## config.mk

```make
export PLATFORM = sky130hd
export DESIGN_NAME = jise_ctrl
export DESIGN_NICKNAME = d
export VERILOG_FILES = /design/src/rtl/jise_pkg.sv /design/src/rtl/jise_ctrl.sv
export SDC_FILE = /design/constraint.sdc
export NUM_CORES = 1
export LEC_CHECK = 0
export BUFFER_PORTS_ARGS = -buffer_cell sky130_fd_sc_hd__buf_2
export CAP_MARGIN = 0
export CELL_PAD_IN_SITES_DETAIL_PLACEMENT = 1
export CELL_PAD_IN_SITES_GLOBAL_PLACEMENT = 2
export CORE_MARGIN = 2
export CORE_UTILIZATION = 23
export DETAILED_ROUTE_END_ITERATION = 12
export PLACE_DENSITY_LB_ADDON = 0.1
export SYNTH_ARGS = -nofsm -noshare
export SYNTH_HDL_FRONTEND = slang
export SYNTH_SLANG_ARGS = --single-unit
```

## constraint.sdc

```tcl
create_clock -name clk -period 2 [get_ports clk]
set_input_delay 0.4 -clock clk [delete_from_list [all_inputs] [get_ports clk]]
set_output_delay 0.4 -clock clk [all_outputs]
set_load 0.005 [all_outputs]
```

## src/rtl/jise_pkg.sv

```systemverilog
// Shared constants, types and decode helpers for the integer stack executor.
// Used by every module of the block except jise_ram; depends on nothing.
package jise_pkg;

  // Sizes of the operand stack and the locals bank
  localparam int STACK_DEPTH = 16;
  localparam int LOCAL_COUNT = 256;
  localparam int SP_W = $clog2(STACK_DEPTH + 1);
  localparam int SA_W = $clog2(STACK_DEPTH);
  localparam int LA_W = $clog2(LOCAL_COUNT);

  // Opcodes handled
  localparam logic [7:0] OP_NOP      = 8'h00;
  localparam logic [7:0] OP_ICONST_M = 8'h02;
  localparam logic [7:0] OP_ICONST_5 = 8'h08;
  localparam logic [7:0] OP_LCONST_0 = 8'h09;
  localparam logic [7:0] OP_LCONST_1 = 8'h0a;
  localparam logic [7:0] OP_BIPUSH   = 8'h10;
  localparam logic [7:0] OP_LLOAD    = 8'h16;
  localparam logic [7:0] OP_ILOAD_0  = 8'h1a;
  localparam logic [7:0] OP_ILOAD_2  = 8'h1c;
  localparam logic [7:0] OP_ISTORE   = 8'h36;
  localparam logic [7:0] OP_LSTORE   = 8'h37;
  localparam logic [7:0] OP_ISTORE_0 = 8'h3b;
  localparam logic [7:0] OP_ISTORE_3 = 8'h3e;
  localparam logic [7:0] OP_IADD     = 8'h60;
  localparam logic [7:0] OP_LADD     = 8'h61;
  localparam logic [7:0] OP_IMUL     = 8'h68;
  localparam logic [7:0] OP_LMUL     = 8'h69;
  localparam logic [7:0] OP_IDIV     = 8'h6c;

  // Operation kinds after decode
  localparam logic [3:0] K_NOP    = 4'd0;
  localparam logic [3:0] K_CONST  = 4'd1;
  localparam logic [3:0] K_ILOAD  = 4'd2;
  localparam logic [3:0] K_LLOAD  = 4'd3;
  localparam logic [3:0] K_ISTORE = 4'd4;
  localparam logic [3:0] K_LSTORE = 4'd5;
  localparam logic [3:0] K_IADD   = 4'd6;
  localparam logic [3:0] K_LADD   = 4'd7;
  localparam logic [3:0] K_IMUL   = 4'd8;
  localparam logic [3:0] K_LMUL   = 4'd9;
  localparam logic [3:0] K_IDIV   = 4'd10;
  localparam logic [3:0] K_BAD    = 4'd11;

  // Status codes
  localparam logic [2:0] ST_OK     = 3'd0;
  localparam logic [2:0] ST_UNSUP  = 3'd1;
  localparam logic [2:0] ST_UNDER  = 3'd2;
  localparam logic [2:0] ST_OVER   = 3'd3;
  localparam logic [2:0] ST_DIVZ   = 3'd4;
  localparam logic [2:0] ST_BADIDX = 3'd5;

  // Accumulator operations for the multiply sequence
  localparam logic [1:0] ACC_HOLD = 2'd0;
  localparam logic [1:0] ACC_LOAD = 2'd1;
  localparam logic [1:0] ACC_ADDH = 2'd2;

  // Partial product selects
  localparam logic [1:0] MS_LL = 2'd0;
  localparam logic [1:0] MS_LH = 2'd1;
  localparam logic [1:0] MS_HL = 2'd2;

  typedef struct packed {
    logic [3:0]  kind;
    logic [1:0]  pops;
    logic        pushes;
    logic        uses_idx;
    logic [7:0]  idx;
    logic [63:0] cval;
  } dec_t;

  // Commands from controller to datapath
  typedef struct packed {
    logic       latch;     // capture input beat
    logic       check;     // record status of the captured item
    logic       push;      // write at sp, sp+1
    logic       popush;    // write result at sp-2, sp-1
    logic       rd_next;   // stack read at sp-2
    logic       take_next; // capture next operand
    logic       store;     // local write, sp-1, stack read at sp-2
    logic       take_top;  // capture new top from stack
    logic       ld_read;   // local read
    logic       mul_go;
    logic [1:0] mul_sel;
    logic [1:0] acc_op;
    logic       div_start;
    logic       out_load;
  } cmd_t;

  // Status from datapath to controller
  typedef struct packed {
    logic [3:0] kind;
    logic [2:0] err;
    logic       div_done;
  } sts_t;

  function automatic logic [63:0] sext32(input logic [63:0] v);
    return {{32{v[31]}}, v[31:0]};
  endfunction

  function automatic dec_t jise_decode(input logic [7:0] op, input logic [7:0] imm);
    dec_t d;
    d = '0;
    d.kind = K_BAD;
    if (op == OP_NOP) begin
      d.kind = K_NOP;
    end else if (op >= OP_ICONST_M && op <= OP_ICONST_5) begin
      d.kind = K_CONST; d.pushes = 1'b1;
      d.cval = {56'd0, op} - 64'd3;
    end else if (op == OP_LCONST_0 || op == OP_LCONST_1) begin
      d.kind = K_CONST; d.pushes = 1'b1;
      d.cval = {56'd0, op} - 64'd9;
    end else if (op == OP_BIPUSH) begin
      d.kind = K_CONST; d.pushes = 1'b1;
      d.cval = {{56{imm[7]}}, imm};
    end else if (op == OP_LLOAD) begin
      d.kind = K_LLOAD; d.pushes = 1'b1; d.idx = imm; d.uses_idx = 1'b1;
    end else if (op >= OP_ILOAD_0 && op <= OP_ILOAD_2) begin
      d.kind = K_ILOAD; d.pushes = 1'b1; d.idx = op - OP_ILOAD_0; d.uses_idx = 1'b1;
    end else if (op == OP_ISTORE) begin
      d.kind = K_ISTORE; d.pops = 2'd1; d.idx = imm; d.uses_idx = 1'b1;
    end else if (op == OP_LSTORE) begin
      d.kind = K_LSTORE; d.pops = 2'd1; d.idx = imm; d.uses_idx = 1'b1;
    end else if (op >= OP_ISTORE_0 && op <= OP_ISTORE_3) begin
      d.kind = K_ISTORE; d.pops = 2'd1; d.idx = op - OP_ISTORE_0; d.uses_idx = 1'b1;
    end else if (op == OP_IADD) begin
      d.kind = K_IADD; d.pops = 2'd2; d.pushes = 1'b1;
    end else if (op == OP_LADD) begin
      d.kind = K_LADD; d.pops = 2'd2; d.pushes = 1'b1;
    end else if (op == OP_IMUL) begin
      d.kind = K_IMUL; d.pops = 2'd2; d.pushes = 1'b1;
    end else if (op == OP_LMUL) begin
      d.kind = K_LMUL; d.pops = 2'd2; d.pushes = 1'b1;
    end else if (op == OP_IDIV) begin
      d.kind = K_IDIV; d.pops = 2'd2; d.pushes = 1'b1;
    end
    return d;
  endfunction

endpackage

```

## src/rtl/jise_ctrl.sv

```systemverilog
// Sequencing controller for the stack executor: one item at a time.
// Depends on jise_pkg; drives the datapath through cmd_t, reads sts_t.
module jise_ctrl
  import jise_pkg::*;
(
  input  logic clk,
  input  logic rst,
  input  logic in_valid,
  output logic in_stall,
  output logic out_valid,
  input  logic out_stall,
  input  sts_t sts,
  output cmd_t cmd
);

  localparam logic [3:0] S_IDLE = 4'd0;
  localparam logic [3:0] S_DEC  = 4'd1;
  localparam logic [3:0] S_LDW  = 4'd2;
  localparam logic [3:0] S_RTOP = 4'd3;
  localparam logic [3:0] S_RNXT = 4'd4;
  localparam logic [3:0] S_OPS  = 4'd5;
  localparam logic [3:0] S_MUL1 = 4'd6;
  localparam logic [3:0] S_MUL2 = 4'd7;
  localparam logic [3:0] S_MUL3 = 4'd8;
  localparam logic [3:0] S_DIVW = 4'd9;
  localparam logic [3:0] S_WB   = 4'd10;
  localparam logic [3:0] S_DONE = 4'd11;

  logic [3:0] state;
  logic [3:0] state_next;
  logic       out_free;

  assign in_stall = (state != S_IDLE);
  assign out_free = !out_valid || !out_stall;

  // next state and commands
  always_comb begin
    state_next = state;
    cmd = '0;
    unique case (state)
      S_IDLE: begin
        if (in_valid) begin
          cmd.latch  = 1'b1;
          state_next = S_DEC;
        end
      end
      S_DEC: begin
        cmd.check = 1'b1;
        if (sts.err != ST_OK) begin
          state_next = S_DONE;
        end else begin
          priority case (sts.kind)
            K_CONST: begin
              cmd.push = 1'b1; state_next = S_DONE;
            end
            K_ILOAD, K_LLOAD: begin
              cmd.ld_read = 1'b1; state_next = S_LDW;
            end
            K_ISTORE, K_LSTORE: begin
              cmd.store = 1'b1; state_next = S_RTOP;
            end
            K_IADD, K_LADD, K_IMUL, K_LMUL, K_IDIV: begin
              cmd.rd_next = 1'b1; state_next = S_RNXT;
            end
            default: state_next = S_DONE;
          endcase
        end
      end
      S_LDW: begin
        cmd.push = 1'b1; state_next = S_DONE;
      end
      S_RTOP: begin
        cmd.take_top = 1'b1; state_next = S_DONE;
      end
      S_RNXT: begin
        cmd.take_next = 1'b1; state_next = S_OPS;
      end
      S_OPS: begin
        if (sts.kind == K_IMUL || sts.kind == K_LMUL) begin
          cmd.mul_go = 1'b1; cmd.mul_sel = MS_LL; state_next = S_MUL1;
        end else if (sts.kind == K_IDIV) begin
          cmd.div_start = 1'b1; state_next = S_DIVW;
        end else begin
          state_next = S_WB;
        end
      end
      S_MUL1: begin
        cmd.mul_go = 1'b1; cmd.mul_sel = MS_LH; cmd.acc_op = ACC_LOAD;
        state_next = (sts.kind == K_LMUL) ? S_MUL2 : S_WB;
      end
      S_MUL2: begin
        cmd.mul_go = 1'b1; cmd.mul_sel = MS_HL; cmd.acc_op = ACC_ADDH;
        state_next = S_MUL3;
      end
      S_MUL3: begin
        cmd.acc_op = ACC_ADDH; state_next = S_WB;
      end
      S_DIVW: begin
        if (sts.div_done) state_next = S_WB;
      end
      S_WB: begin
        cmd.popush = 1'b1; state_next = S_DONE;
      end
      S_DONE: begin
        if (out_free) begin
          cmd.out_load = 1'b1; state_next = S_IDLE;
        end
      end
      default: state_next = S_IDLE;
    endcase
  end

  // state and output beat flag
  always_ff @(posedge clk) begin
    if (rst) begin
      state     <= S_IDLE;
      out_valid <= 1'b0;
    end else begin
      state <= state_next;
      if (cmd.out_load) out_valid <= 1'b1;
      else if (!out_stall) out_valid <= 1'b0;
    end
  end

`ifndef SYNTHESIS
  a_stall_busy: assert property (@(posedge clk) disable iff (rst)
    (state == S_IDLE) |-> !in_stall) else $error("stall raised while idle");
  a_accept_dec: assert property (@(posedge clk) disable iff (rst)
    (in_valid && !in_stall) |=> (state == S_DEC)) else $error("accept did not decode");
  a_load_sets: assert property (@(posedge clk) disable iff (rst)
    cmd.out_load |=> out_valid) else $error("result beat not raised");
`endif

endmodule

```

==> results of run 1 <==
==> layout make-up <==
| class | count | area share |
|---|---|---|
| Multi-Input combinational cell | 73 | 0.5368 |
| Timing Repair Buffer | 35 | 0.2331 |
| Sequential cell | 5 | 0.1242 |
| Tap cell | 30 | 0.04601 |
| Clock buffer | 4 | 0.03221 |
| Inverter | 6 | 0.02761 |
==> repair_timing <==
action	4_1_cts	5_1_grt
hold endpoints to repair	0	0
endpoints found under the setup margin	0	1
gates resized for setup	0	3
==> through the flow <==
stage                     instance area, µm²  setup WS (ns)    util  hold WS (ns)
final                                  815.8         0.1951  0.3354        0.3731
after floorplan                        580.6         0.4685       -        0.4691
after global routing                   815.8        0.04978  0.3354        0.3733
after CTS                              807.0        0.08261  0.3318        0.3663
after detailed placement               780.7         0.3507  0.3210        0.4866
after global placement                 780.7         0.3454  0.3210        0.4812
==> layer usage <==
layer	track usage	up-vias	share of wire
li1	-	391	-
met1	0.2099	341	0.50
met2	0.2229	16	0.47
met3	0.01639	2	0.035
met4	0.03750	0	0.0025
met5	0	-	0
==> critical path, stage by stage, from the launching register on <==
cell     delay [ns]
dfxtp_2        0.36
and2b_1        0.17
nand2_1        0.12
inv_2          0.09
nand3_1        0.13
nor3b_2        0.17
buf_2          0.12
==> how the worst max path moves through the flow <==
| stage | start | to | slack [ns] | depth (start not counted) |
|---|---|---|---|---|
| 2_1_floorplan | state[3] | cmd[7] | 0.47 | 5 |
| 3_3_place_gp | state[0] | cmd[7] | 0.35 | 6 |
| 3_5_place_dp | sts[6] | cmd[1] | 0.35 | 4 |
| 4_1_cts | state[0] | cmd[7] | 0.08 | 6 |
| 5_1_grt | state[0] | cmd[7] | 0.05 | 6 |
| 6_report | state[0] | cmd[7] | 0.20 | 6 |
==> kinds of logic (layout without fill, tap and decap cells) <==
family | after synthesis | count (layout) | synth area share
compound gates | 25 | 25 | 0.3146
buf+inv | 12 | 45 | 0.08619
flops | 5 | 5 | 0.1724
simple gates | 48 | 48 | 0.4267
==> sequential cells by signal, indices dropped and copies added, names as in the netlist <==
| register | flops |
|---|---|
| out_valid | 1 |
| state | 4 |
==> placed cells by master (no fill, tap or decap), types with 3 or more instances in the layout <==
master,count
a21oi_1,7
dfxtp_1,4
buf_2,29
inv_1,4
buf_4,6
clkbuf_4,3
nand2_1,12
nand2b_1,4
nor3_1,5
nor2_1,8
nand3_1,5
==> where the power goes <==
| part | leakage [nW] | internal, mW | total [mW] | switching (mW) |
|---|---|---|---|---|
| clock network | 0.0150 | 0.0754 | 0.117 | 0.0411 |
| registers | 0.0412 | 0.125 | 0.154 | 0.0297 |
| logic | 0.343 | 0.205 | 0.458 | 0.253 |
| total | 0.399 | 0.405 | 0.729 | 0.324 |
==> results.json, run 1 <==
{
  "required_ns": 1.60,
  "io_pins": 30,
  "min_path_cells": 2,
  "max_slew_margin": 0.7903,
  "drive_gt1_frac": 0.3821,
  "h-tree-depth": 1,
  "drv_slew": 0,
  "power.total_mw": 0.7291,
  "die_x_um": 54.24,
  "globalRouteTotalUtil": 0.1440,
  "r2r_start": "state[3]",
  "ant_nets": 0,
  "wl_um": 1981,
  "num-fill-cells": 334,
  "fin_setup_tns_ns": 0,
  "rows": 18,
  "ys_async_sr_fraction": 0,
  "grt_max_degree": 14,
  "dpl.cell_count": 149,
  "route.detailed.drc": 0,
  "grt_pass1_wl_um": 3125,
  "min_from": "rst",
  "synth_common_cells": "12 x nand2_1, 9 x nor2_1, 7 x a21oi_1",
  "nNetsFinal": 136,
  "skew_ns": 0.001330,
  "synthesis.area_um2": 580.6,
  "vias": 750,
  "syn-mean-instance-area_um2": 6.451,
  "antenna_found_initial": 0,
  "max_cap_violations": 0,
  "hold_class": "in2reg",
  "vias_per_cell": 4.902,
  "synthCells": 90,
  "finalHoldViolCount": 0,
  "grt_pass1_vias": 669,
  "first_pass_iters": 3,
  "insertedDiodeCount": 0,
  "worstSetupEndpointType": "output port",
  "cts_setup_buffers": 0,
  "synth_most_common_cell": "nand2_1",
  "dp_hpwl_um": 1577,
  "portBuffers": 29,
  "setup_violations": 0,
  "drt_iter0_drc": 7,
  "stdcell_count": 153,
  "place_congestion": 0.7495,
  "ys_seq_area_frac": 0.1724,
  "cp-start-kind": "flip-flop",
  "clock.fmax_mhz": 554.1,
  "syn2layout_area_growth_pct": 40.52,
  "worst_pin_slew_ns": 0.3140,
  "peakVddDrop_uv": 414.1,
  "period_share": 0.9024,
  "r2r_slack_ns": 0.45,
  "coreArea_um2": 2432,
  "cts-buffers-inserted": 3,
  "initial_utilization": 0.2387,
  "synth_top_cell_area_share": 0.1724,
  "die_h_um": 54.24,
  "reg2reg_to": "state[3]",
  "synth_edf_count": 0,
  "tritoncts": "yes",
  "syn_nets": 102,
  "hold_end": "out_valid",
  "synthTopCellsByArea": "dfxtp_1 17%, nand2_1 7.8%, a21oi_1 6.0%, nor2_1 5.8%, nand2b_1 4.3%",
  "grt_overflow": 0,
  "cts_sinks": 5,
  "seq_area_um2": 101.3,
  "worst-setup-path-type": "reg2out",
  "status": "complete, no violations",
  "clk_latency_ns": 0.24,
  "synth.distinct_cells": 39,
  "rsz0062_at_grt": "false",
  "crit_fanout": 5,
  "cts_root_buffer": "clkbuf_4",
  "cp_data_arrival_time_ns": 1.40,
  "multi_input_area_um2": 437.9,
  "hold_buffers": 0,
  "min_period_ns": 1.805,
  "leakage_nw": 0.3988,
  "wl_per_cell_um": 12.95,
  "ys_ff_latch": 5,
  "synth_top_area_cell": "dfxtp_1",
  "synth_top_flop_cell": "dfxtp_1",
  "r2r_cells": 5,
  "clockBufferDepth": 2,
  "die-area_um2": 2942,
  "yosys_warnings": 0,
  "clk_pin_slew_ns": 0.04,
  "power_density_nw_per_um2": 893.7
}
Power figures use the tool's default switching activity.
==> inputs of run 2 (changes only) <==
Settings changed: BUFFER_PORTS_ARGS -buffer_cell sky130_fd_sc_hd__buf_2 to unset, CORE_UTILIZATION 23 to 30, DONT_BUFFER_PORTS set to 1.
==> results.json, run 2 (synthesis gave the netlist of run 1 again) <==
{
  "power.total_mw": 0.6657,
  "clockBufferDepth": 2,
  "r2r_cells": 5,
  "cp_data_arrival_time_ns": 1.43,
  "hold_end": "out_valid",
  "p_int_mw": 0.3650,
  "drt_iter0_drc": 6,
  "rows": 15,
  "grt_max_degree": 14,
  "cp-startpoint": "state[0]",
  "status": "complete, no violations",
  "skew_ns": 0.001450,
  "peakVddDrop_uv": 533.2,
  "r2r_start": "state[3]",
  "multi_input_area_um2": 430.4,
  "final_common_cell": "nand2_1",
  "biggestRegsByFlops": "state: 4 flops, out_valid: 1 flops",
  "drv_slew": 0,
  "first_pass_iters": 3,
  "hold_buffers": 0,
  "largest_reg_flops": 4,
  "min_path_cells": 1,
  "wl_per_cell_um": 14.66,
  "nNetsFinal": 108,
  "largest_register": "state",
  "cts_sinks": 5,
  "hold_ws_ns": 0.2257,
  "die_x_um": 47.99,
  "dp_hpwl_um": 1387,
  "required_ns": 1.60,
  "final_cell_mix": "12 x nand2_1, 9 x nor2_1, 7 x a21oi_1, 7 x buf_4",
  "cp-start-kind": "flip-flop",
  "place_congestion": 0.8116,
  "r2r_slack_ns": 0.45,
  "hold_class": "in2reg",
  "die-area_um2": 2303,
  "portBuffers": 0,
  "met2_length_um": 804,
  "antenna_found_initial": 0,
  "syn2layout_area_growth_pct": 14.22,
  "min_from": "rst",
  "top_layer_used": "met4",
  "grt_pass1_wl_um": 2739,
  "worst_pin_slew_ns": 0.3768,
  "period_share": 0.9137,
  "drive_gt1_frac": 0.1684,
  "clk_latency_ns": 0.24,
  "tritoncts": "yes",
  "vias": 663,
  "rsz0062_at_grt": "false",
  "finalHoldViolCount": 0,
  "insertedDiodeCount": 0,
  "final_cell_area_um2": 663.1,
  "p_comb_frac": 0.607,
  "worst-setup-path-type": "reg2out",
  "worstSetupEndpointType": "output port",
  "globalRouteTotalUtil": 0.1659,
  "power_density_nw_per_um2": 1004,
  "num-fill-cells": 249,
  "clock.fmax_mhz": 547.2,
  "max_cap_violations": 0,
  "grt_pass1_vias": 611,
  "initial_utilization": 0.3291,
  "route.detailed.drc": 0,
  "vias_per_cell": 5.525,
  "clkPwrFrac": 0.176,
  "io_pins": 30,
  "min_period_ns": 1.827,
  "setup_violations": 0,
  "cts-buffers-inserted": 3,
  "ant_nets": 0,
  "reg2reg_to": "state[3]",
  "h-tree-depth": 1,
  "die_h_um": 47.99,
  "coreArea_um2": 1764,
  "p_seq_frac": 0.217,
  "crit_fanout": 5,
  "cts_root_buffer": "clkbuf_4",
  "placed_cell_area_um2": 636.9,
  "switchingPower_mw": 0.3007,
  "swShare": 0.4516,
  "wl_um": 1759,
  "clk_pin_slew_ns": 0.04,
  "wl_met1_um": 836,
  "fin_setup_tns_ns": 0,
  "leakage_nw": 0.2624,
  "max_slew_margin": 0.7465,
  "cts_resized": 0,
  "grt_overflow": 0,
  "cts_setup_buffers": 0,
  "seq_area_um2": 100.1,
  "wl_met3_um": 103
}
==> run 2: cell count changes in the layout (fill, tap and decap cells not counted), sizes merged <==
cell,previous run,this run
buf,35,7
==> run 2: metrics by stage <==
step	instances	setup WS [ns]	util
2_1_floorplan	90	0.4685	-
3_3_place_gp	116	0.4537	0.3610
3_5_place_dp	116	0.4118	0.3610
4_1_cts	120	0.1505	0.3759
5_1_grt	120	0.03483	0.3759
6_report	120	0.1726	0.3759
==> run 2: cell type report <==
type,count,area share
Clock buffer,4,0.03962
Inverter,6,0.03396
Timing Repair Buffer,7,0.07925
Tap cell,25,0.04717
Sequential cell,5,0.1509
Multi-Input combinational cell,73,0.6491
==> run 2: worst max-delay path, cell delays in order (launching register included) <==
cell and delay, ns:
dfxtp_1 0.37, and2b_1 0.19, nand2_1 0.12, inv_2 0.10, nand3_1 0.14, nor3b_1 0.27
==> run 2: worst max path at each step <==
| stage | cells past startpoint | endpoint | slack, ns |
|---|---|---|---|
| after floorplan | 5 | cmd[7] | 0.47 |
| after global placement | 4 | cmd[3] | 0.45 |
| after detailed placement | 5 | cmd[7] | 0.41 |
| after CTS | 5 | cmd[7] | 0.15 |
| after global routing | 5 | cmd[7] | 0.03 |
| final | 5 | cmd[7] | 0.17 |
==> run 2: routing by layer <==
layer | vias to the layer above | track usage
met5 | - | 0
met4 | 0 | 0.03243
met3 | 2 | 0.02264
met2 | 21 | 0.2667
met1 | 302 | 0.2361
li1 | 338 | -
==> run 2: power groups by stage <==
stage | combinational [mW] | clock, mW | sequential, mW
finish | 0.404 | 0.117 | 0.144
global route | 0.459 | 0.123 | 0.148
CTS | 0.411 | 0.119 | 0.145
detailed placement | 0.407 | 0 | 0.147
global placement | 0.406 | 0 | 0.145
floorplan | 0.298 | 0 | 0.145
